## config.mk

```make
export PLATFORM = sky130hd
export DESIGN_NAME = fec_ram
export DESIGN_NICKNAME = d
export VERILOG_FILES = /design/src/design/fec_ram.sv
export SDC_FILE = /design/constraint.sdc
export NUM_CORES = 2
export LEC_CHECK = 0
export BUFFER_PORTS_ARGS = -buffer_cell sky130_fd_sc_hd__buf_2
export CAP_MARGIN = 15
export CORE_ASPECT_RATIO = 1.1
export CORE_MARGIN = 1.5
export CORE_UTILIZATION = 29
export CTS_BUF_LIST = sky130_fd_sc_hd__clkbuf_16
export DETAILED_ROUTE_END_ITERATION = 7
export SYNTH_ARGS = -nofsm -noshare
export SYNTH_HDL_FRONTEND = slang
export SYNTH_SLANG_ARGS = --single-unit
```

## constraint.sdc

```tcl
create_clock -name i_clk -period 4.29 [get_ports i_clk]
set_input_delay 0.858 -clock i_clk [delete_from_list [all_inputs] [get_ports i_clk]]
set_output_delay 0.858 -clock i_clk [all_outputs]
set_load 0.05 [all_outputs]
```

## src/design/fec_ram.sv

```systemverilog
// ----------------------------------------------------------------------------
// fec_ram
// Generic single-write, single-read RAM with registered read data.
// ----------------------------------------------------------------------------
`default_nettype none

module fec_ram #(
    parameter int WIDTH = 8,
    parameter int DEPTH = 256
) (
    input  wire logic                     i_clk,
    input  wire logic                     i_we,
    input  wire logic [$clog2(DEPTH)-1:0] i_waddr,
    input  wire logic [WIDTH-1:0]         i_wdata,
    input  wire logic [$clog2(DEPTH)-1:0] i_raddr,
    output logic      [WIDTH-1:0]         o_rdata
);

    logic [WIDTH-1:0] r_mem [DEPTH];

    always_ff @(posedge i_clk) begin
        if (i_we) begin
            r_mem[i_waddr] <= i_wdata;
        end
        o_rdata <= r_mem[i_raddr];
    end

endmodule

`default_nettype wire

```

Yosys cells after proc, flatten, opt, wreduce, memory -nomap -nowiden
Memory sizes are Yosys's and may differ from the RTL's. A register that Yosys moved wholly into a read port is not among the register bits.
Cells that the tools add are included.
{ "classes": {"mux": 2} }
{ "ops": {"columns": ["cell", "count"], "rows": [
  ["$mux W1", 2]
]} }
{ "totals": {"ff_bits": 0, "ramBits": 2048, "input_bits": 26, "out_inout_bits": 8, "elab_cells": 3, "memories": 1} }
{ "mem_list": {"columns": ["memory", "depth", "word_bits", "rd", "rd_clocked_by_memory_dff", "write_ports", "line", "rtl"], "rows": [
  ["r_mem", 256, 8, 1, 1, 1, "19", "logic [WIDTH-1:0] r_mem [DEPTH];"]
]} }

Logic depth before layout (Yosys ltp)
{ "depth": {"depth_word": 2, "ltp_mapped": 11, "mapped_depth_nobuf": 6} }

Least setup slack after synthesis
Ideal clock, no wire load.
{ "synth_timing": {"path_kind": "input -> register", "start": "input port i_raddr[0]", "end": "register o_rdata[2], read port of r_mem", "setup_ps": 131, "arrival_ps": 2665, "required_time_ps": 4159, "path_slack_ps": 1494, "path_stages": 9, "path_buffers": 4, "path_cell_list": "buf_6 > buf_12 > buf_8 > buf_2 > mux4_2 > a22oi_1 > a21oi_1 > nor4_1 > nor4_2"} }
{ "synth_rtl": {"columns": ["element", "line", "rtl"], "rows": [
  ["start, declared", "15", "input wire logic [$clog2(DEPTH)-1:0] i_raddr,"],
  ["end, declared", "16", "output logic [WIDTH-1:0] o_rdata"]
]} }

==> results.py <==
metrics = {
    "run_status": {
        "status": "complete, no violations",
    },
    "cts": {
        "cts_tree": "done",
        "ctsHtreeMaxLevel": 4,
        "clk_latency_ps": 860,
        "cts_post_setup_buffers_inserted": 0,
        "cts_made_buffers": 203,
        "cts.path.max_buffers": 3,
        "cts-root-buf": "clkbuf_16",
        "cts_sinks": 2056,
        "path_clk_slew_ps": 60,
        "cts_resized": 0,
        "cts_hold_buf": 0,
    },
    "worst_setup_path": {
        "start_kind": "primary input",
        "critPathArrivalTime_ps": 3950,
        "crit_fanout": 20,
        "regToRegSetupSlack_ps": 1680,
        "critPathKind": "in2reg",
        "cp-end-kind": "flip-flop",
        "required_ps": 4970,
    },
    "layout": {
        "area_growth_pct": 15.5,
        "final_layout_size_suffix_gt1_share_pct": 25.2,
        "final_common_cell": "edfxtp_1",
        "fin_util_pct": 33.7,
        "final_cell_mix": "2048 x edfxtp_1, 454 x mux4_2, 279 x nor2_1",
        "multi_input_area_sq_um": 16500,
        "fill_cells": 25500,
        "num-nets-final": 4029,
        "ff_latch_area_sq_um": 61700,
    },
    "hold_path": {
        "hp-class": "in2reg",
    },
    "timing": {
        "rsz0062_at_grt": "no",
        "tns_ps": 0,
        "tightest_slew_ps": 1170,
        "setup_viol": 0,
        "slew_violations": 0,
        "hold_viol": 0,
        "slew_headroom_pct": 21.2,
        "fin_crit_sh_pct": 76.1,
        "fmax_mhz": 306,
        "skew_ps": 41.7,
        "period_needed_ps": 3260,
    },
    "floorplanning": {
        "die_area_sq_um": 277000,
        "fp.dieW_microns": 502,
        "die_y_microns": 552,
        "ioPinCount": 34,
        "core_area_sq_um": 273000,
        "rows": 201,
        "initial_utilization_pct": 29.2,
    },
    "logic_synthesis": {
        "synth_edf_count": 2048,
        "ys_dominant_reg_cell": "edfxtp_1",
        "synth.distinct_cells": 55,
        "synth_warnings": 0,
        "netlist_instances": 3733,
        "syn_nets": 3759,
        "async_reset_ff_share_pct": 0,
        "syn_area_per_cell_sq_um": 21.3,
        "synth.yosys.seq_area_share_pct": 77.5,
        "synth.cell_area_sq_um": 79600,
        "ys_ff_latch": 2056,
    },
    "power": {
        "power_frac_seq_pct": 53.5,
        "peakVddDrop_uv": 423,
        "combPwrFrac_pct": 5.1,
        "powerDensity_nw_per_um2": 451,
        "share_clk_of_total_power_pct": 41.3,
        "power.internal_mw": 32.5,
        "leakagePower_nw": 28.2,
        "p_sw_mw": 8.95,
        "netSwitchingFraction_pct": 21.6,
    },
    "placed_design": {
        "port_buffers": 33,
        "routabilityCongestion": 0.845,
        "dpl.hpwl_mm": 129,
    },
    "drt": {
        "drt_pass1_iterations": 5,
        "wl_per_cell_microns": 26.1,
        "totalWireLength_mm": 204,
        "first_iter_violations": 4132,
        "drt.antenna.violating_nets": 0,
        "drt_drc_violations_left": 0,
        "vias_per_cell": 4.97,
        "vias": 38900,
    },
    "grt": {
        "grt_util_all_layers_pct": 14.5,
        "antenna_found_initial": 18,
        "grt_pass1_wl_mm": 293,
        "grt_max_degree": 126,
        "grt_pass1_vias": 39700,
        "grt-ovfl-total": 0,
    },
    "job": {
        "maxCapViolations": 0,
    },
}
[layer usage]
layer	vias up	global-route usage [%]	part of all wire [%]
met5	-	0	0.0054
met4	2	5.93	4.0
met3	352	2.57	6.5
met2	1511	23.9	49
met1	20800	18.9	40
li1	16200	-	-
[registers in the layout, indices dropped and copies added, names as in the netlist]
signal   flops
r_mem     2048
o_rdata      8
[synth_stat cells (28+ instances only)]
cell type     n  area (sq um)
nor2b_1      31           194
nor2_1      282          1060
o22ai_1      28           175
clkbuf_1    111           417
mux2i_1     134          1340
nand3_1      34           170
nand2_1      33           124
buf_2        31           155
o221ai_1     46           403
a22oi_1     133           998
a21oi_1      96           480
mux4_2      454         10200
edfxtp_1   2048         61500
[cells by family after synthesis]
logic type	synth area share (%)
flip-flops	77.5
multiplexers	14.6
AND/OR/NAND/NOR	2.63
AO/OA/AOI/OAI	3.42
buffers and inverters	1.83
[area by class of cell]
class	instances	share of cell area [%]
antenna	7	0.0191
clock buffer	205	5.58
clock inverter	162	1.38
inverter	2	0.00817
multi-input combinational	1442	18.0
sequential	2056	67.1
tap	3654	4.98
timing repair buffer	298	2.99
[through the flow]
step                hold WS [ps]  std cells  setup slack (ps)  area, sq um  power (mW)
floorplan                    770       3733              1490        79600        23.7
global placement            1090       7452               113        85500        24.7
detailed placement          1100       7452               112        85500        24.8
CTS                          420       7819              1020        91900        41.8
global route                 453       7823               965        91900        42.6
finish                       462       7826              1030        91900        41.5
[path summary, 6_finish.rpt]
kind,start,cells past startpoint,endpoint
worst max-delay path,i_raddr[0],9,o_rdata[6]
worst min-delay path,i_wdata[0],1,r_mem[95][0]
worst max register to register,r_mem[184][6],5,o_rdata[6]
worst min register to register,r_mem[40][3],7,o_rdata[3]
[worst max-delay path, cell delays in order]
cell     delay, ps
buf_8          240
buf_12         250
buf_12         220
buf_12         180
mux4_2         560
a22oi_1        230
a21oi_1        190
nor4_1        1030
nor4_2         110
[power by group through the flow]
| stage | Sequential (mW) | Combinational, mW | Clock [mW] |
|---|---|---|---|
| 6_report | 22.2 | 2.12 | 17.1 |
| 5_1_grt | 22.2 | 2.23 | 18.1 |
| 4_1_cts | 22.2 | 2.15 | 17.4 |
| 3_5_place_dp | 22.6 | 2.15 | 0 |
| 3_3_place_gp | 22.6 | 2.12 | 0 |
| 2_1_floorplan | 22.6 | 1.08 | 0 |
Note: power is estimated with default switching activity, not from simulation.
