--- src/design/fec_pkg.sv ---
// ----------------------------------------------------------------------------
// fec_pkg
// Shared constants, field widths and the colour palette of the fire cell engine.
// ----------------------------------------------------------------------------
`default_nettype none

package fec_pkg;

    localparam int GRID_WIDTH  = 240;
    localparam int GRID_HEIGHT = 270;
    localparam int CELLS       = GRID_WIDTH * GRID_HEIGHT;
    localparam int ADDR_W      = $clog2(CELLS);

    localparam int HEAT_MAX = 36;
    localparam int LEVELS   = 37;

    localparam int HEAT_W = 6;
    localparam int COL_W  = 8;
    localparam int ROW_W  = 9;
    localparam int RND_W  = 2;
    localparam int CH_W   = 8;
    localparam int IDX_W  = $clog2(LEVELS);

    localparam logic KIND_SPREAD = 1'b0;
    localparam logic KIND_RENDER = 1'b1;

    typedef logic [3*CH_W-1:0] t_rgb;
    typedef logic [LEVELS-1:0][3*CH_W-1:0] t_palette;

    // gradient stops, red in the top byte
    localparam logic [3:0][3*CH_W-1:0] STOPS = {
        24'hFFFFFF, 24'hFDD958, 24'hFF4600, 24'h000000
    };

    function automatic t_palette build_palette();
        t_palette p;
        int seg;
        int k;
        int a;
        int b;
        p = '0;
        for (int i = 0; i < LEVELS; i++) begin
            seg = (3 * i) / LEVELS;
            k   = (3 * i) % LEVELS;
            for (int c = 0; c < 3; c++) begin
                a = int'(STOPS[seg][(2 - c) * CH_W +: CH_W]);
                b = int'(STOPS[seg + 1][(2 - c) * CH_W +: CH_W]);
                p[i][(2 - c) * CH_W +: CH_W] = CH_W'((a * (LEVELS - k) + b * k) / LEVELS);
            end
        end
        return p;
    endfunction

    localparam t_palette PALETTE = build_palette();

endpackage

`default_nettype wire

--- src/design/fec_palette.sv ---
// ----------------------------------------------------------------------------
// fec_palette
// Heat to RGB lookup; out-of-range heat clamps to the hottest colour.
// ----------------------------------------------------------------------------
`default_nettype none

module fec_palette (
    input  wire logic [fec_pkg::HEAT_W-1:0] i_heat,
    output logic      [fec_pkg::CH_W-1:0]   o_red,
    output logic      [fec_pkg::CH_W-1:0]   o_green,
    output logic      [fec_pkg::CH_W-1:0]   o_blue
);

    logic [fec_pkg::IDX_W-1:0] w_idx;
    fec_pkg::t_rgb             w_rgb;

    always_comb begin
        if (32'(i_heat) > fec_pkg::HEAT_MAX) begin
            w_idx = fec_pkg::IDX_W'(fec_pkg::HEAT_MAX);
        end else begin
            w_idx = fec_pkg::IDX_W'(i_heat);
        end
        w_rgb = fec_pkg::PALETTE[w_idx];
    end

    assign o_red   = w_rgb[3*fec_pkg::CH_W-1:2*fec_pkg::CH_W];
    assign o_green = w_rgb[2*fec_pkg::CH_W-1:fec_pkg::CH_W];
    assign o_blue  = w_rgb[fec_pkg::CH_W-1:0];

endmodule

`default_nettype wire

--- config.mk ---
export PLATFORM = sky130hd
export DESIGN_NAME = fec_palette
export DESIGN_NICKNAME = d
export VERILOG_FILES = /design/src/design/fec_pkg.sv /design/src/design/fec_palette.sv
export SDC_FILE = /design/constraint.sdc
export NUM_CORES = 1
export LEC_CHECK = 0
export BUFFER_PORTS_ARGS = -buffer_cell sky130_fd_sc_hd__buf_2
export CAP_MARGIN = 20
export CELL_PAD_IN_SITES_DETAIL_PLACEMENT = 1
export CELL_PAD_IN_SITES_GLOBAL_PLACEMENT = 1
export CORE_MARGIN = 1.5
export CORE_UTILIZATION = 38
export DETAILED_ROUTE_END_ITERATION = 10
export PLACE_DENSITY = 0.89
export RECOVER_POWER = 25
export SETUP_SLACK_MARGIN = 0.02
export SLEW_MARGIN = 20
export SYNTH_ARGS = -nofsm -noshare
export SYNTH_HDL_FRONTEND = slang
export SYNTH_SLANG_ARGS = --single-unit
--- constraint.sdc ---
create_clock -name vclk -period 2.75
set_input_delay 0.275 -clock vclk [all_inputs]
set_output_delay 0.275 -clock vclk [all_outputs]
set_load 0.005 [all_outputs]
Yosys cells after proc, flatten, opt, wreduce, memory -nomap -nowiden
Memories as Yosys holds them, arrays and structs flattened.
Cells that the tools add are included.

operators by class
  magnitude comparators = 2
  bitwise gates (word level) = 0
  mux-type cells = 2
  eq/ne operators = 0
  multiply operators = 0
  $add $sub $neg = 0
  shift operators = 0
  reduce and logical (&&, ||, !) cells = 0
  divide/modulo/power cells = 0

operators by type and width
  cell                  count
  $mux W24              1
  $lt A6 B7 Y1 const B  1
  $gt A6 B6 Y1 const B  1
  $mux W6               1

storage, ports and cells
  memory bits (read-only) = 1,536
  flip-flop bits (word level) = 0
  latch bits = 0
  word-level logic and storage cells = 5
  memory bits (writable) = 0
  memories = 1

memories
  memory            depth  width  rd ports  clocked after Yosys merged registers in  write ports  line               text
  (name not given)  64     24     1         0                                        0            fec_palette.sv:23  w_rgb = fec_pkg::PALETTE[w_idx];

Longest topological paths before layout
Gate-level depths: netlist of run 1.

  depth in word-level cells = 4
  depth in mapped cells = 11

Worst setup path after synthesis of run 1
OpenSTA, ideal clock, no wires.

  path kind = input to output
  start = input i_heat[3] in the netlist's numbering
  end = output o_green[3] in the netlist's numbering
  path slack = 214 ps
  stages on the path = 8
  arrival time = 2,261 ps
  cell sequence = buf_2 -> or2_2 -> o21ai_0 -> nand2_1 -> ha_1 -> clkbuf_1 -> mux4_2 -> o31a_1

on the way
  cells in the longest elaborated chain, start to end = 4

RTL lines
  what                              line               text
  start: declaration                fec_palette.sv:8   input wire logic [fec_pkg::HEAT_W-1:0] i_heat,
  $gt A6 B6 Y1                      fec_palette.sv:18  if (32'(i_heat) > fec_pkg::HEAT_MAX) begin
  $mux W6 *                         fec_palette.sv:18
  $mem_v2 Z64 W24 *                 -
  $mux W24 (not written as such) *  fec_palette.sv:23
  end: declaration                  fec_palette.sv:10  output logic [fec_pkg::CH_W-1:0] o_green,

Mark *: on every way between the ends. The rest lies on a longest branch, timed or not. The select of a mux whose other input is x is not followed.

Final worst setup path of run 1
  start = input i_heat[2] in the netlist's numbering
  end = output o_blue[1] in the netlist's numbering

on the way
  cells in the longest elaborated chain, start to end = 4

RTL lines
  what                              line               text
  $gt A6 B6 Y1                      fec_palette.sv:18
  $mux W6 *                         fec_palette.sv:18
  $mem_v2 Z64 W24 *                 -
  $mux W24 (not written as such) *  fec_palette.sv:23
  end: declaration                  fec_palette.sv:11  output logic [fec_pkg::CH_W-1:0] o_blue

Marks and branches as above.

==> results.json, run 1 <==
{
  "dieWidth_um": 56.7,
  "io_pins": 30,
  "drt_wl_total_um": 4480,
  "start_util_pct": 40.0,
  "wire_length_of_the_first_global_routing_pass_um": 7330,
  "placedCellCount": 229,
  "hold-worst-slack_ns": 1.04,
  "layout_cells_sized_above_1_pct": 26.3,
  "layout.clock_buffers": 0,
  "avgSynthCellArea_um2": 6.22,
  "drt-pass1-iter-count": 4,
  "area.sequential_um2": 0,
  "number_of_warnings_reported_in_the_yosys_synthesis_log": 0,
  "fin_nets": 214,
  "slew_viol_final": 0,
  "initialDrtViolationCount": 131,
  "timing.hold.worst.class": "in2out",
  "power.density_nw_per_um2": 189,
  "multi_input_area_um2": 977,
  "worst-path-max-fanout": 8,
  "postSynthCellCount": 176,
  "layout-area-overhead-vs-synth_pct": 17.1,
  "detail_route.wl_per_cell_um": 19.6,
  "status": "finished, final reports clean",
  "syn_area_um2": 1090,
  "setup_viol": 0,
  "chipHeight_um": 56.7,
  "fill_cells": 379,
  "yosys-top-cells-area": "a21oi_1, ha_1, o21ai_0, nand2_1, buf_2",
  "relSlewSlack_pct": 69.1,
  "track_usage_pct": 28.4,
  "seq_area_frac_synth_pct": 0,
  "die_area_um2": 3210,
  "final_weighted_congestion_in_routability_driven_placement": 0.969,
  "period_minus_slack_ns": 2.68,
  "grt_pass1_vias": 1418,
  "path_class": "in2out",
  "cp.required_ns": 2.48,
  "syn_nets": 190,
  "synth_top_cells_by_count": "a21oi_1, nand2_1, o21ai_0",
  "worst-slew-pin-transition_ns": 0.464,
  "period_share_pct": 97.3,
  "count_of_unresolved_drc_violations_after_routing": 0,
  "quantity_of_i_o_buffers_inserted_on_ports": 30,
  "hpwlAfterDp_um": 3270,
  "timing.fmax_ghz": 0.374,
  "maximum_number_of_pins_on_one_net_before_global_route_repair": 41,
  "row_count": 19,
  "numSequentialCells": 0,
  "timing.final.hold_violations": 0,
  "area_fraction_of_the_dominant_cell_type_after_synthesis_pct": 11.0,
  "most_frequently_used_cell_type_in_the_post_synthesis_netlist": "a21oi_1",
  "core_region_area_um2": 2730,
  "arrival_ns": 2.40,
  "netlist-cell-type-count": 42,
  "worst_setup_path_start_kind": "input port",
  "vdd_ir_drop_max_mv": 0.0999,
  "grt-ovfl-total": 0,
  "grt_setup_unrepaired": "yes",
  "detailroute.via_count": 1488,
  "vias_per_cell": 6.50,
  "leakagePower_uw": 0.000533,
  "initial_antenna_violation_count": 0,
  "diodes": 0,
  "end_kind": "output pin",
  "synthDominantAreaCellType": "a21oi_1",
  "holdBufCountCts": 0,
  "layoutNonFillerInstCount": 229,
  "antenna_left": 0,
  "drv_cap": 0
}
cell usage in the layout (no fill, tap or decap), types with 2 or more instances in the layout:
cell type,synthesis,final
nand2b_1,5,5
nor2_1,13,13
mux4_2,2,2
ha_2,0,2
mux2_2,3,3
nand3_1,3,3
a31oi_1,3,3
nor2b_1,5,5
nand2_1,19,19
ha_1,8,6
mux2i_1,4,4
and2_1,2,2
a211oi_1,4,4
a311oi_1,2,2
o22ai_1,4,4
buf_2,11,30
buf_4,0,10
o21ai_0,15,14
a21o_1,3,3
or3_1,2,2
inv_1,11,10
o221ai_1,3,3
nor3_1,2,2
a21oi_1,24,24
o2111ai_1,3,3
per-layer routing:
layer  global-route usage, %  wire, um  vias to the layer above  share of wire, %
met5                       0         0                        -                 0
met4                    6.80        78                        0               1.7
met3                    1.61       219                        8               4.9
met2                    47.0      2210                       57                49
met1                    40.1      1970                      732                44
li1                        -         -                      691                 -
critical path, stage by stage:
cell      delay, ns
buf_2          0.10
or2_2          0.33
o21ai_1        0.20
nand2_1        0.18
ha_2           0.40
buf_4          0.17
nor2_1         0.21
a21oi_1        0.07
o221ai_1       0.22
o21a_1         0.15
buf_2          0.10
what timing repair did:
item                       CTS  global route
setup buffers                0             0
resized for setup            1             4
setup endpoints to repair    1            13
cell type report:
cell class	count	share of cell area [%]
Tap cell	31	3.02
Inverter	11	3.22
Multi-Input combinational cell	147	76.2
Timing Repair Buffer	40	17.6
logic make-up (layout without fill, tap and decap cells):
group	count (synthesis)	count (layout)	share of synthesized area, %
fa+ha+maj	8	8	9.14
mux	9	9	10.9
compound gates	76	76	45.5
buf+inv	29	51	11.2
simple gates	54	54	23.3
power breakdown:
part / switching [uW] / internal (uW)
sequential: 0 / 0
clock: 0 / 0
combinational: 145 / 97.8
total: 145 / 97.8
metrics by stage:
step                      power [uW]  worst slack [ns]  utilization (%)  setup TNS (ns)  area (um2)
after floorplan                  153             0.214                -               0        1090
after global placement           227             0.142             46.7               0        1280
after detailed placement         235          -0.00222             46.7        -0.00222        1280
after CTS                        238            0.0324             46.8               0        1280
after global routing             264           -0.0184             46.9         -0.0283        1280
final                            243            0.0736             46.9               0        1280
path summary, 6_finish.rpt:
path / start / endpoint / slack (ns) / cells past startpoint
setup / recovery: i_heat[2] / o_blue[1] / 0.07 / 11
hold / removal: i_heat[0] / o_green[0] / 1.04 / 3
(Power assumes the default switching activity.)
==> run 2, diff against run 1 <==
PLACE_DENSITY = 0.95   (was 0.89)
==> run 2 against run 1 <==
Effect of this change: first-iteration DRC count shrank 31%; flip-flop and latch count did not move; largest power group unchanged; worst setup slack improved by 0.058 ns; total power about the same; critical path type unchanged; highest routed layer unchanged.
==> results.json, run 2 (synthesis results as in run 1) <==
{
  "power.density_nw_per_um2": 187,
  "grt-ovfl-total": 0,
  "preCtsSetupSlack_ns": 0.0476,
  "highest_cell_delay_on_the_worst_timing_path_ns": 0.47,
  "start_util_pct": 40.0,
  "setup_viol": 0,
  "layout-area-overhead-vs-synth_pct": 19.0,
  "vdd_ir_drop_max_mv": 0.141,
  "timing.fmax_ghz": 0.382,
  "quantity_of_i_o_buffers_inserted_on_ports": 30,
  "core_region_area_um2": 2730,
  "initialDrtViolationCount": 91,
  "cellInternalPower_uw": 100,
  "drv_cap": 0,
  "period_minus_slack_ns": 2.62,
  "top_layer_used": "met4",
  "drt-pass1-iter-count": 4,
  "period_share_pct": 95.2,
  "fin_nets": 217,
  "mostFrequentLayoutCells": "buf_2, a21oi_1, nand2_1",
  "layout.cells.most_common": "buf_2",
  "netSwitchingPower_uw": 143,
  "vias_per_cell": 6.46,
  "met3WireLength_um": 329,
  "swShare_pct": 58.8,
  "dieWidth_um": 56.7,
  "worst_path_max_delay_cell": "mux4_2",
  "sequential_share_of_power_pct": 0,
  "arrival_ns": 2.34,
  "multi_input_area_um2": 980,
  "numSequentialCells": 0,
  "holdBufCountCts": 0,
  "worst_slack_ns": 0.132,
  "grt_setup_unrepaired": "no",
  "die_area_um2": 3210,
  "wire_length_on_met2_um": 2170,
  "chipHeight_um": 56.7,
  "leakagePower_uw": 0.000542,
  "post-layout-total-power_uw": 243,
  "maximum_number_of_pins_on_one_net_before_global_route_repair": 41,
  "final_weighted_congestion_in_routability_driven_placement": 1.01,
  "hpwlAfterDp_um": 3110,
  "slew_viol_final": 0,
  "layout.clock_buffers": 0,
  "detail_route.wl_per_cell_um": 18.7,
  "worst_setup_path_start_kind": "input port",
  "detailroute.via_count": 1499,
  "timing.final.hold_violations": 0,
  "timing.hold.worst.class": "in2out",
  "end_kind": "output pin",
  "track_usage_pct": 25.8,
  "area.sequential_um2": 0,
  "worstPathCellList": "buf_2, or2_2, o21ai_1, nand2_1, inv_1, ha_2, inv_1, mux4_2, o31a_1, buf_2",
  "postLayoutCoreUtil_pct": 47.6,
  "initial_antenna_violation_count": 0,
  "clkPwrFrac_pct": 0,
  "power.combinational.fraction_pct": 100.0,
  "drt_wl_total_um": 4330,
  "status": "finished, final reports clean",
  "path_class": "in2out",
  "timing.setup.tns_ns": 0,
  "wire_length_of_the_first_global_routing_pass_um": 6680,
  "worst-path-max-fanout": 5,
  "fill_cells": 385,
  "worst-slew-pin-transition_ns": 0.769,
  "row_count": 19,
  "wirelength_met1_um": 1800,
  "diodes": 0,
  "cp.required_ns": 2.48,
  "layout_cells_sized_above_1_pct": 26.9,
  "relSlewSlack_pct": 48.8,
  "grt_pass1_vias": 1356,
  "count_of_unresolved_drc_violations_after_routing": 0,
  "hold-worst-slack_ns": 1.07,
  "io_pins": 30,
  "antenna_left": 0
}
## run 2: cell count changes in the layout (fill, tap and decap cells not counted), moves of 2 or more
cell	change
buf_4	+2
buf_2	-3
clkbuf_1	+2
clkbuf_2	+2
## run 2: worst paths after layout
| path | from | endpoint | slack, ns | cells after the start |
|---|---|---|---|---|
| setup / recovery | i_heat[2] | o_green[3] | 0.13 | 10 |
| hold / removal | i_heat[0] | o_green[0] | 1.07 | 4 |
## run 2: power by group through the flow
stage / sequential, uW / clock, uW / combinational (uW)
floorplan: 0 / 0 / 153
global placement: 0 / 0 / 227
detailed placement: 0 / 0 / 235
CTS: 0 / 0 / 235
global route: 0 / 0 / 263
finish: 0 / 0 / 243
## run 2: area by class of cell
type                            count  area share [%]
Timing Repair Buffer               43            18.6
Multi-Input combinational cell    147            75.2
Tap cell                           31            2.98
Inverter                           11            3.17
## run 2: per-layer routing
metal	vias to the layer above	GRT usage, %
met3	5	1.84
met2	69	44.0
met5	-	0
met4	0	7.14
li1	699	-
met1	726	34.7
## run 2: stage by stage
stage | instances | area [um2]
after floorplan | 176 | 1090
after global placement | 230 | 1280
after detailed placement | 230 | 1280
after CTS | 230 | 1280
after global routing | 232 | 1300
final | 232 | 1300
## run 2: what timing repair did
| item | in CTS | in global routing |
|---|---|---|
| endpoints found under the setup margin | 0 | 6 |
| buffers inserted | 0 | 2 |
| resized for setup | 0 | 5 |
## run 2: critical path: cells and delay by family
| kind | cells | cell delay [ns] |
|---|---|---|
| compound gates | 2 | 0.44 |
| simple gates | 2 | 0.45 |
| buf+inv | 4 | 0.46 |
| mux | 1 | 0.47 |
| fa+ha+maj | 1 | 0.23 |
